**src/rtl/pf16_pkg.sv**
```systemverilog
package pf16_pkg;

  typedef struct packed {
    logic [63:0] frame_low;
    logic [63:0] frame_high;
  } pf16_in_t;

  typedef struct packed {
    logic signed [15:0] left_sample;
    logic signed [15:0] right_sample;
    logic               format_error;
  } pf16_out_t;

  // Register indexes of the configuration port.
  localparam logic [1:0] RegChannelCount   = 2'd0;
  localparam logic [1:0] RegBytesPerSample = 2'd1;
  localparam logic [1:0] RegIntegerSamples = 2'd2;
  localparam int unsigned CfgDataWidth     = 4;

  // Frame layout, decoded once per transaction.
  typedef enum logic [3:0] {
    FmtErr, FmtU8Mono, FmtU8Stereo, FmtI16Mono, FmtI24Mono, FmtF32Mono,
    FmtI32Mono, FmtI16Stereo, FmtI24Stereo, FmtI32Stereo, FmtF64Mono,
    FmtF32Stereo, FmtF64Stereo
  } pf16_fmt_e;

  // One float operand normalised to a common form: a 53-bit significand with
  // the hidden bit, an unbiased exponent and classification flags.
  typedef struct packed {
    logic               sign;
    logic               is_nan;
    logic               is_zero;
    logic signed [12:0] expo;
    logic [52:0]        mant;
    logic               dbl;
  } pf16_flt_t;

  // Stage 2 to stage 3: exact product of significand and 32767.
  typedef struct packed {
    logic               sign;
    logic               is_nan;
    logic               is_zero;
    logic signed [12:0] expo;
    logic [67:0]        prod;
    logic               dbl;
  } pf16_mul_t;

endpackage

```
**src/rtl/pf16_fconv.sv**
```systemverilog
// Float lane: unpack, multiply by 32767, round to the source precision,
// truncate toward zero and saturate. Three register stages.
module pf16_fconv
  import pf16_pkg::*;
(
  input  logic        clk_i,
  input  logic        en1_i,
  input  logic        en2_i,
  input  logic        en3_i,
  input  logic [63:0] bits_i,
  input  logic        dbl_i,
  output logic [15:0] res_o
);

  pf16_flt_t flt_d, flt_q;
  pf16_mul_t mul_d, mul_q;
  logic [15:0] res_d, res_q;

  // Stage 1: unpack either format into one form.
  always_comb begin
    flt_d = '0;
    flt_d.dbl = dbl_i;
    if (dbl_i) begin
      flt_d.sign    = bits_i[63];
      flt_d.is_nan  = (bits_i[62:52] == 11'h7ff) && (bits_i[51:0] != '0);
      flt_d.is_zero = (bits_i[62:52] == '0);
      flt_d.expo    = $signed({2'b00, bits_i[62:52]}) - 13'sd1075;
      flt_d.mant    = {1'b1, bits_i[51:0]};
    end else begin
      flt_d.sign    = bits_i[31];
      flt_d.is_nan  = (bits_i[30:23] == 8'hff) && (bits_i[22:0] != '0);
      flt_d.is_zero = (bits_i[30:23] == '0);
      flt_d.expo    = $signed({5'b0, bits_i[30:23]}) - 13'sd150;
      flt_d.mant    = {1'b1, bits_i[22:0], 29'd0};
    end
    // Subnormals give products far below one and truncate to zero.
    if (flt_d.is_zero) flt_d.mant = '0;
  end

  always_ff @(posedge clk_i) begin
    if (en1_i) flt_q <= flt_d;
  end

  // Stage 2: 32767 * m = (m << 15) - m, a shift and one wide subtract.
  // A single significand sits 29 bits higher, so its exponent drops by 29.
  always_comb begin
    mul_d.sign    = flt_q.sign;
    mul_d.is_nan  = flt_q.is_nan;
    mul_d.is_zero = flt_q.is_zero;
    mul_d.expo    = flt_q.dbl ? flt_q.expo : flt_q.expo - 13'sd29;
    mul_d.dbl     = flt_q.dbl;
    mul_d.prod    = {flt_q.mant, 15'd0} - {15'd0, flt_q.mant};
  end

  always_ff @(posedge clk_i) begin
    if (en2_i) mul_q <= mul_d;
  end

  // Stage 3: value = prod * 2^expo (single ops use the top 24+15 bits).
  logic [67:0] p;
  logic [6:0]  lead;
  logic [67:0] rmask, kept, half, low, rnd, ival;
  logic [6:0]  keepb, drop;
  logic        big, rup;
  logic [7:0]  sh;
  logic [16:0] mag;
  always_comb begin
    p = mul_q.prod;
    // Significand kept: 53 bits (double) or 24 bits (single), counted from
    // the leading one, which sits at bit 67 or 66.
    lead  = p[67] ? 7'd67 : 7'd66;
    keepb = mul_q.dbl ? 7'd53 : 7'd24;
    drop  = lead + 7'd1 - keepb;
    rmask = (68'd1 << drop) - 68'd1;
    low   = p & rmask;
    half  = 68'd1 << (drop - 7'd1);
    kept  = p & ~rmask;
    rup   = (low > half) || ((low == half) && p[drop]);
    rnd   = rup ? kept + (68'd1 << drop) : kept;
    // Integer part: rnd * 2^expo; need |value| up to 2^16.
    big  = 1'b0;
    ival = '0;
    sh   = '0;
    if (mul_q.expo >= 0) begin
      big = (rnd != '0);
    end else if (mul_q.expo < -13'sd68) begin
      ival = '0;
    end else begin
      sh   = 8'(-mul_q.expo);
      ival = rnd >> sh;
    end
    if (ival[67:16] != '0) big = 1'b1;
    mag = {1'b0, ival[15:0]};
    if (mul_q.is_nan || mul_q.is_zero) begin
      res_d = '0;
    end else if (!mul_q.sign) begin
      res_d = (big || mag >= 17'd32767) ? 16'h7fff : mag[15:0];
    end else begin
      res_d = (big || mag >= 17'd32768) ? 16'h8000 : 16'(-mag);
    end
  end

  always_ff @(posedge clk_i) begin
    if (en3_i) res_q <= res_d;
  end

  assign res_o = res_q;

endmodule

```
**src/rtl/pcm_frame_to_int16.sv**
```systemverilog
// Channel   Handshake          Payload
// in        in_valid/in_ready  pf16_in_t  (frame_low, frame_high)
// out       out_valid/out_ready pf16_out_t (left, right, format_error)
// cfg       cfg_we             cfg_index, cfg_data
//
// One transaction per cycle while the output is not stalled; the stages are
// decode/unpack, multiply, round and saturate, output select. The float datapath sets the depth.
// Reset clears the valid bits and loads the register defaults.
// A stall on the output holds every stage; no transaction is lost.
module pcm_frame_to_int16
  import pf16_pkg::*;
(
  input  logic                    clk_i,
  input  logic                    rst_ni,
  input  logic                    cfg_we_i,
  input  logic [1:0]              cfg_index_i,
  input  logic [CfgDataWidth-1:0] cfg_data_i,
  input  logic                    in_valid_i,
  output logic                    in_ready_o,
  input  pf16_in_t                in_data_i,
  output logic                    out_valid_o,
  input  logic                    out_ready_i,
  output pf16_out_t               out_data_o
);

  logic [1:0] cc_q;
  logic [3:0] bps_q;
  logic       int_q;

  // Configuration registers.
  always_ff @(posedge clk_i or negedge rst_ni) begin
    if (!rst_ni) begin
      cc_q  <= 2'd1;
      bps_q <= 4'd2;
      int_q <= 1'b1;
    end else if (cfg_we_i) begin
      unique case (cfg_index_i)
        RegChannelCount:   cc_q  <= cfg_data_i[1:0];
        RegBytesPerSample: bps_q <= cfg_data_i[3:0];
        RegIntegerSamples: int_q <= cfg_data_i[0];
        default: ;
      endcase
    end
  end

  // Layout decode.
  pf16_fmt_e fmt;
  logic [4:0] prod;
  always_comb begin
    prod = (cc_q == 2'd2) ? {bps_q, 1'b0} : {1'b0, bps_q};
    fmt  = FmtErr;
    if (cc_q == 2'd1 || cc_q == 2'd2) begin
      unique case (prod)
        5'd1:  fmt = FmtU8Mono;
        5'd2:  fmt = (cc_q == 2'd2) ? FmtU8Stereo : FmtI16Mono;
        5'd3:  fmt = FmtI24Mono;
        5'd4:  fmt = !int_q ? FmtF32Mono : (cc_q == 2'd1) ? FmtI32Mono : FmtI16Stereo;
        5'd6:  fmt = FmtI24Stereo;
        5'd8:  fmt = int_q ? FmtI32Stereo : (cc_q == 2'd1) ? FmtF64Mono : FmtF32Stereo;
        5'd16: fmt = FmtF64Stereo;
        default: fmt = FmtErr;
      endcase
    end
  end

  // Pipeline control: four stages, each advances when the next is free.
  logic [3:0] v_q;
  logic [3:0] en;
  always_comb begin
    en[3] = !v_q[3] || out_ready_i;
    en[2] = !v_q[2] || en[3];
    en[1] = !v_q[1] || en[2];
    en[0] = !v_q[0] || en[1];
  end
  assign in_ready_o = en[0];

  always_ff @(posedge clk_i or negedge rst_ni) begin
    if (!rst_ni) begin
      v_q <= '0;
    end else begin
      if (en[0]) v_q[0] <= in_valid_i;
      if (en[1]) v_q[1] <= v_q[0];
      if (en[2]) v_q[2] <= v_q[1];
      if (en[3]) v_q[3] <= v_q[2];
    end
  end

  // Float lane operands: left from low word; right from high word or bits 63:32.
  logic        ldbl, rdbl;
  logic [63:0] lbits, rbits;
  always_comb begin
    ldbl  = (fmt == FmtF64Mono) || (fmt == FmtF64Stereo);
    rdbl  = (fmt == FmtF64Stereo);
    lbits = in_data_i.frame_low;
    rbits = rdbl ? in_data_i.frame_high : {32'd0, in_data_i.frame_low[63:32]};
  end

  logic [15:0] lf, rf;
  pf16_fconv u_left (
    .clk_i, .en1_i(en[0]), .en2_i(en[1]), .en3_i(en[2]),
    .bits_i(lbits), .dbl_i(ldbl), .res_o(lf)
  );
  pf16_fconv u_right (
    .clk_i, .en1_i(en[0]), .en2_i(en[1]), .en3_i(en[2]),
    .bits_i(rbits), .dbl_i(rdbl), .res_o(rf)
  );

  // Integer results and the float selection travel alongside.
  typedef struct packed {
    logic [15:0] l;
    logic [15:0] r;
    logic        err;
    logic        lflt;
    logic        rflt;
  } side_t;

  side_t s_d;
  side_t s_q [3];
  logic [63:0] lo;
  always_comb begin
    lo = in_data_i.frame_low;
    s_d = '0;
    unique case (fmt)
      FmtU8Mono:    s_d.l = {lo[7] ^ 1'b1, lo[6:0], 8'd0};
      FmtU8Stereo: begin
        s_d.l = {lo[7] ^ 1'b1, lo[6:0], 8'd0};
        s_d.r = {lo[15] ^ 1'b1, lo[14:8], 8'd0};
      end
      FmtI16Mono:   s_d.l = lo[15:0];
      FmtI24Mono:   s_d.l = lo[23:8];
      FmtI32Mono:   s_d.l = lo[31:16];
      FmtI16Stereo: begin
        s_d.l = lo[15:0];
        s_d.r = lo[31:16];
      end
      FmtI24Stereo: begin
        s_d.l = lo[23:8];
        s_d.r = lo[47:32];
      end
      FmtI32Stereo: begin
        s_d.l = lo[31:16];
        s_d.r = lo[63:48];
      end
      FmtF32Mono, FmtF64Mono: s_d.lflt = 1'b1;
      FmtF32Stereo, FmtF64Stereo: begin
        s_d.lflt = 1'b1;
        s_d.rflt = 1'b1;
      end
      default: s_d.err = 1'b1;
    endcase
  end

  always_ff @(posedge clk_i) begin
    if (en[0]) s_q[0] <= s_d;
    if (en[1]) s_q[1] <= s_q[0];
    if (en[2]) s_q[2] <= s_q[1];
  end

  // Output register.
  pf16_out_t o_d, o_q;
  always_comb begin
    o_d.left_sample  = s_q[2].lflt ? lf : s_q[2].l;
    o_d.right_sample = s_q[2].rflt ? rf : s_q[2].r;
    o_d.format_error = s_q[2].err;
  end

  always_ff @(posedge clk_i) begin
    if (en[3]) o_q <= o_d;
  end

  assign out_valid_o = v_q[3];
  assign out_data_o  = o_q;

endmodule
```
**config.mk**
```make
export PLATFORM = sky130hd
export DESIGN_NAME = pcm_frame_to_int16
export DESIGN_NICKNAME = d
export VERILOG_FILES = /design/src/rtl/pf16_pkg.sv /design/src/rtl/pf16_fconv.sv /design/src/rtl/pcm_frame_to_int16.sv
export SDC_FILE = /design/constraint.sdc
export NUM_CORES = 2
export LEC_CHECK = 0
export ABC_AREA = 1
export BUFFER_PORTS_ARGS = -buffer_cell sky130_fd_sc_hd__buf_2
export CAP_MARGIN = 20
export CORE_MARGIN = 1.5
export CORE_UTILIZATION = 60
export CTS_BUF_LIST = sky130_fd_sc_hd__clkbuf_8 sky130_fd_sc_hd__clkbuf_16
export CTS_CLUSTER_DIAMETER = 120
export DETAILED_ROUTE_END_ITERATION = 7
export PLACE_DENSITY = 0.77
export RECOVER_POWER = 50
export SLEW_MARGIN = 30
export SYNTH_ARGS = -nofsm -noshare
export SYNTH_HDL_FRONTEND = slang
export SYNTH_HIERARCHICAL = 1
export SYNTH_SLANG_ARGS = --single-unit
```
**constraint.sdc**
```tcl
create_clock -name clk_i -period 11.4 [get_ports clk_i]
set_clock_uncertainty 0.15 [all_clocks]
set_input_delay 1.71 -clock clk_i [delete_from_list [all_inputs] [get_ports clk_i]]
set_output_delay 1.71 -clock clk_i [all_outputs]
set_load 0.01 [all_outputs]
```
* After elaboration in Yosys (flattened, before gate mapping)
Memories as Yosys holds them, arrays and structs flattened.
Index checks and enable logic that the tools add are counted.
** Storage, ports and cells
- Bits in writable memories :: 105
- Flip-flop bits (word level) :: 386
- Logic and storage cells :: 217
- Memories kept :: 1
- Output and inout port bits :: 35
- Latch bits :: 0
- ROM bits :: 0
- Input port bits :: 139
** Cells by class
- Eq/ne operators :: 29
- Shift-type cells :: 6
- Multiplexer cells :: 50
- Div/mod/pow operators :: 0
- Reduce and logical (&&, ||, !) cells :: 49
- Bitwise logic cells :: 10
- Multipliers :: 0
- Magnitude comparators :: 12
- Add/sub/neg operators :: 22
** Memories
- s_q :: depth 3, bits a word 35, rd ports 3, clocked after Yosys merged registers in 0, write ports 3, RTL line pcm_frame_to_int16.sv:118 : side_t s_q [3];
** Operators with widths (number)
- 2-to-1 mux 68 bit :: 6
- AND 68 bit :: 4
- << shifter 1 x 7 -> 68 bit (first input constant) :: 4
- nonzero test 52 bit :: 4
- 2-to-1 mux 69 bit :: 2
- adder 68 bit :: 2
- equality test 68 bit :: 2
- greater-than comparator 68 bit :: 2
- NOT 68 bit :: 2
- nonzero test 68 bit :: 2
- >> shifter 68 x 8 -> 68 bit :: 2
- subtractor 68 x 1 -> 68 bit (second input constant) :: 2
- subtractor 68 x 53 -> 68 bit :: 2
- 2-to-1 mux 16 bit :: 8
- case mux 16 bit (4 select lines) :: 2
- 2-to-1 mux 64 bit :: 1
- nonzero test 23 bit :: 2
- greater-or-equal comparator 16 x 15 -> 1 bit (second input constant) :: 2
- greater-or-equal comparator 16 bit (second input constant) :: 2
- negator 16 bit :: 2
- case mux 4 bit (7 select lines) :: 1
- greater-or-equal comparator 13 x 1 -> 1 bit (second input constant) :: 2
- < comparator 13 x 8 -> 1 bit (second input constant) :: 2
- 2-to-1 mux 13 bit :: 2
- 38 further kinds :: 116

* Depth between registers and ports, before layout
- Word-level depth :: 18
- Mapped depth :: 50
- Mapped depth without buffers :: 47

* Cells and area by module
Netlist, hierarchy kept.
** Modules (own cells, without submodules)
- pf16_fconv at u_right :: cells each 3709, instances 1, area an instance 22180.0 um2, sequential area each 5104.9 um2
- pf16_fconv at u_left :: cells each 3517, instances 1, area an instance 21414.3 um2, sequential area each 5104.9 um2
- pcm_frame_to_int16 :: cells each 677, instances 1, area an instance 6949.2 um2, sequential area each 4423.0 um2

* Worst setup path after synthesis
No wires, ideal clock.
- Path type :: input port to output port
- Start :: input port out_ready_i
- End :: output port in_ready_o
- Arrival time :: 7.838 ns
- Stages on the path :: 6
- Setup slack :: 1.702 ns
- Data required time :: 9.540 ns
- Buffers on the path :: 0
- Cells stage by stage :: nor2_1 -> inv_1 -> nor2_1 -> inv_1 -> nor2_1 -> nand2_1
** On the way
- Cells in the longest elaborated chain, start to end :: 4
** Ends and longest elaborated chain
- start, declared :: RTL line pcm_frame_to_int16.sv:22 : input logic out_ready_i,
- logical OR 1 bit :: RTL line pcm_frame_to_int16.sv:70 : en[3] = !v_q[3] || out_ready_i;
- named net en[3] :: RTL line pcm_frame_to_int16.sv:68 : logic [3:0] en;
- logical OR 1 bit :: RTL line pcm_frame_to_int16.sv:71 : en[2] = !v_q[2] || en[3];
- named net en[2] :: RTL line pcm_frame_to_int16.sv:68
- logical OR 1 bit :: RTL line pcm_frame_to_int16.sv:72 : en[1] = !v_q[1] || en[2];
- logical OR 1 bit :: RTL line pcm_frame_to_int16.sv:73 : en[0] = !v_q[0] || en[1];
- end, declared :: RTL line pcm_frame_to_int16.sv:19 : output logic in_ready_o,
The timed path passes the listed nets, and every way through them passes these cells.

* Worst setup path in the final report
- Start :: register u_right/mul_q[0] (netlist bit)
- End :: register u_right.res_q[2] (netlist: u_right/res_o[2]) (data pin)
** On the way
- Cells in the longest elaborated chain, start to end :: 17
- Elaborated cells on any way between the ends :: 32
- Classes of those cells :: 5 x add/sub; 3 x order compare; 1 x eq/ne; 3 x shift; 11 x mux; 3 x bitwise; 6 x reduce/logical
** Ends and longest elaborated chain
- start, declared :: RTL line pf16_fconv.sv:16 : pf16_mul_t mul_d, mul_q;
- start signal, assigned :: RTL line pf16_fconv.sv:56 : if (en2_i) mul_q <= mul_d;
- 2-to-1 mux 6 bit * :: RTL line pf16_fconv.sv:72 : keepb = mul_q.dbl ? 7'd53 : 7'd24;
- subtractor 7 bit * :: RTL line pf16_fconv.sv:73 : drop = lead + 7'd1 - keepb;
- parallel branches: the longest is 6 deep, another holds subtractor 68 x 1 -> 68 bit
- 2-to-1 mux 68 bit * :: RTL line pf16_fconv.sv:79 : rnd = rup ? kept + (68'd1 << drop) : kept;
- parallel branches: the longest is 7 deep, another holds greater-or-equal comparator 16 x 15 -> 1 bit
- 2-to-1 mux 16 bit * :: RTL line pf16_fconv.sv:96 : end else if (!mul_q.sign) begin
- end signal, assigned :: RTL line pf16_fconv.sv:104 : if (en3_i) res_q <= res_d;
- end, declared :: RTL line pf16_fconv.sv:17 : logic [15:0] res_d, res_q;
Mark *: on every way between the ends. The select of a mux whose other input is x is not followed.
A chain may end at the register's enable or synchronous reset.

==> qor.txt <==
Finished Layout Cells: 9116
Top cell by count, worst path: nand2_1
final number of setup-violating endpoints: 0
core box area: 83600 um2
postcts setup bufs: 0
initial drt markers: 8644
sequential cell area: 14600 um2
Post-Syn Area: 50500 um2
first-pass GRT wire length: 290000 um
Crit. End Element: flip-flop
# IOs: 174
die area: 86000 um2
Starting Density: 60.5%
Seq pwr share: 24.3%
clock latency on the worst-skew pair: 0.61 ns
leading post-synthesis cells by cell area: edfxtp_1 (28%), nand2_1 (17%), nand3_1 (13%), nor2_1 (6.9%), inv_1 (6.7%)
vias: 56600
Hold Path Stages: 0
filler instances: 7655
ANT nets after route: 0
drt drc: 24
max_slew headroom: -244%
post-synthesis sequential area ratio: 29.0%
HP Class: flip-flop to flip-flop
Post-Synthesis Cells: 7903
clock network power share: 12.9%
row count: 106
ys async rst share: 2.25%
Critical Path Fanout Max: 46
switching share of power: 54.2%
clk sinks: 489
wire length per cell: 21.1 um
reg2reg end: u_right/res_o[2]
CTS tree: yes
area delta synth->final: 6.47%
vias per inst: 6.21
Worst EP arrival: 9.70 ns
Slew @ Worst Pin: 5.15 ns
Bufs on Longest Clock Path: 3
Power Density: 242 nW/um2
Slew Viols, Final: 330
Reg-to-Reg Start: u_right/mul_q[0]
Max IR drop VDD: 0.000474 V
Post-Route WL: 192000 um
HP Start: s_q[0][56]
count leader, synth: nand2_1
TNS Setup: 0 ns
Primary FF master, synth: edfxtp_1
Clock transition at path regs: 0.07 ns
path depth of the worst reg2reg path: 40
Total GRT Usage: 43.4%
Post-DP HPWL: 152000 um
required time worst endpoint: 11.67 ns
CTS resizes: 0
Hold EP: s_q[0][91]
CTS H-tree lvls: 2
Hold Buf Count CTS: 0
EDFF count, synth: 478
Psw: 0.00706 W
Post-Place Cells: 9024
unrepaired setup endpoints after global routing: no
Mapped Avg Cell Area: 6.40 um2
largest stage delay on the critical path: 0.65 ns
Synth top area share: 28.4%
Die Y-Extent: 293 um
TritonRoute pass-1 iters: 8
Max Cap Viol: 5
share of post-route cells with drive strength above 1: 5.79%
Fmax: 106 MHz
area leader, netlist: edfxtp_1
combinational power share: 62.9%
Multi-input gate area: 31500 um2
final worst slack: 1.97 ns
Int Pwr: 0.00597 W
top cells by count, synth: nand2_1 (2251), nand3_1 (1309), nor2_1 (933)
Final Wtd Congestion: 1.13
R2R setup slack: 1.97 ns
Final period util: 82.7%
status: finished, violations left
critical path class: flip-flop to flip-flop
root buffer cell: clkbuf_16
port buffer count: 173
CP max-delay cell: inv_2
Die Wd: 293 um
total grt overflow: 0
Warnings, synthesis: 6
nets: 8372
Yosys reg bits: 489
Startpoint Class: flip-flop
LEAKAGE: 26.7 nW
initial antenna violation count: 4
violated checks: design-rule violations, max-capacitance violations, max-slew violations
vias in the first global route: 51100
final hold violation count: 0
largest net degree at the start of global routing: 128
Setup WS pre-CTS: 2.38 ns
crit path time final: 9.43 ns
CTS Buf Count: 47
Yosys cell types: 75
## cells by family after synthesis
kind of cell,share of synthesized area [%]
simple gates,42.9
buf+inv,9.57
compound gates,8.32
flops,29.0
fa+ha+maj,5.92
xor+xnor,3.62
mux,0.713
other cells,0.0297
## sequential cells by signal, indices dropped and copies added (netlist names)
signal	cells
u_right/res_o	16
v_q	4
u_left/p	68
s_q	105
int_q	1
u_left/mul_q	17
u_left/flt_q	69
u_right/mul_q	17
u_left/res_o	16
cc_q	2
u_right/p	68
u_right/flt_q	69
bps_q	4
out_data_o	33
## through the flow
| stage | util (%) | area, um2 | hold WS, ns | total power, W |
|---|---|---|---|---|
| after CTS | 64.5 | 53900 | 0.263 | 0.0126 |
| after detailed placement | 62.5 | 52200 | 0.255 | 0.0109 |
| after floorplan | - | 50900 | 0.250 | 0.00868 |
| after global placement | 62.5 | 52200 | 0.250 | 0.0108 |
| final | 64.4 | 53800 | 0.265 | 0.0130 |
| after global routing | 64.4 | 53800 | 0.268 | 0.0139 |
## layer usage
layer / GRT usage (%) / part of all wire, % / up-vias
li1: - / - / 26300
met1: 61.2 / 40 / 25600
met2: 62.2 / 40 / 4050
met3: 12.1 / 15 / 637
met4: 18.0 / 4.8 / 2
met5: 0 / 0.0073 / -
## cell type report
class,count,share of cell area [%]
diodes,3,0.0140
clock buffers,47,2.19
clock inverters,41,0.893
inverters,956,6.67
multi-input cells,6288,58.5
flip-flops and latches,489,27.2
well taps,1080,2.51
repair buffers,212,2.05
## power by group through the flow
stage                     clock network, W  logic (W)  registers, W
after global routing               0.00174    0.00894       0.00318
final                              0.00168    0.00819       0.00316
after global placement                   0    0.00767       0.00310
after floorplan                          0    0.00580       0.00288
after detailed placement                 0    0.00777       0.00313
after CTS                          0.00168    0.00782       0.00311
## layout by cell type (no fill, tap or decap), drive strengths merged, types with 6 or more instances in the layout
cell,Yosys,layout
clkbuf,118,87
nor4,28,28
a31oi,26,26
o22ai,6,6
nand4,171,171
nor3,91,91
a21oi,368,368
mux2,32,32
xnor2,55,55
nand3b,29,29
xor2,154,154
nor2,972,972
inv,947,956
dfrtp,8,8
o21a,17,17
buf,140,172
clkinv,9,26
o211ai,29,29
conb,4,92
edfxtp,478,478
bufinv,0,8
and2,8,8
o21ai,250,250
nand2,2311,2311
ha,239,239
a21boi,15,15
or2,6,6
nand3,1323,1323
clkinvlp,0,7
o21bai,9,9
## worst max-delay path, delay by kind of cell (launching register included)
| kind | cells | cell delay (ns) |
|---|---|---|
| AOI/OAI and AO/OA | 1 | 0.19 |
| adders and majority gates | 2 | 0.87 |
| and+or+nand+nor | 30 | 5.58 |
| DFF | 1 | 0.32 |
| buffers and inverters | 7 | 2.11 |
## how the worst max path moves through the flow
stage	cells past startpoint	from	slack, ns	end
6_report	40	u_right/mul_q[0]	1.97	u_right/res_o[2]
5_1_grt	37	u_right/mul_q[0]	1.33	u_right/res_o[10]
4_1_cts	40	u_right/mul_q[0]	2.31	u_right/res_o[2]
3_5_place_dp	40	u_right/mul_q[0]	2.38	u_right/res_o[2]
3_3_place_gp	40	u_right/mul_q[0]	2.38	u_right/res_o[2]
2_1_floorplan	6	out_ready_i	1.70	in_ready_o
Power figures use the tool's default switching activity.
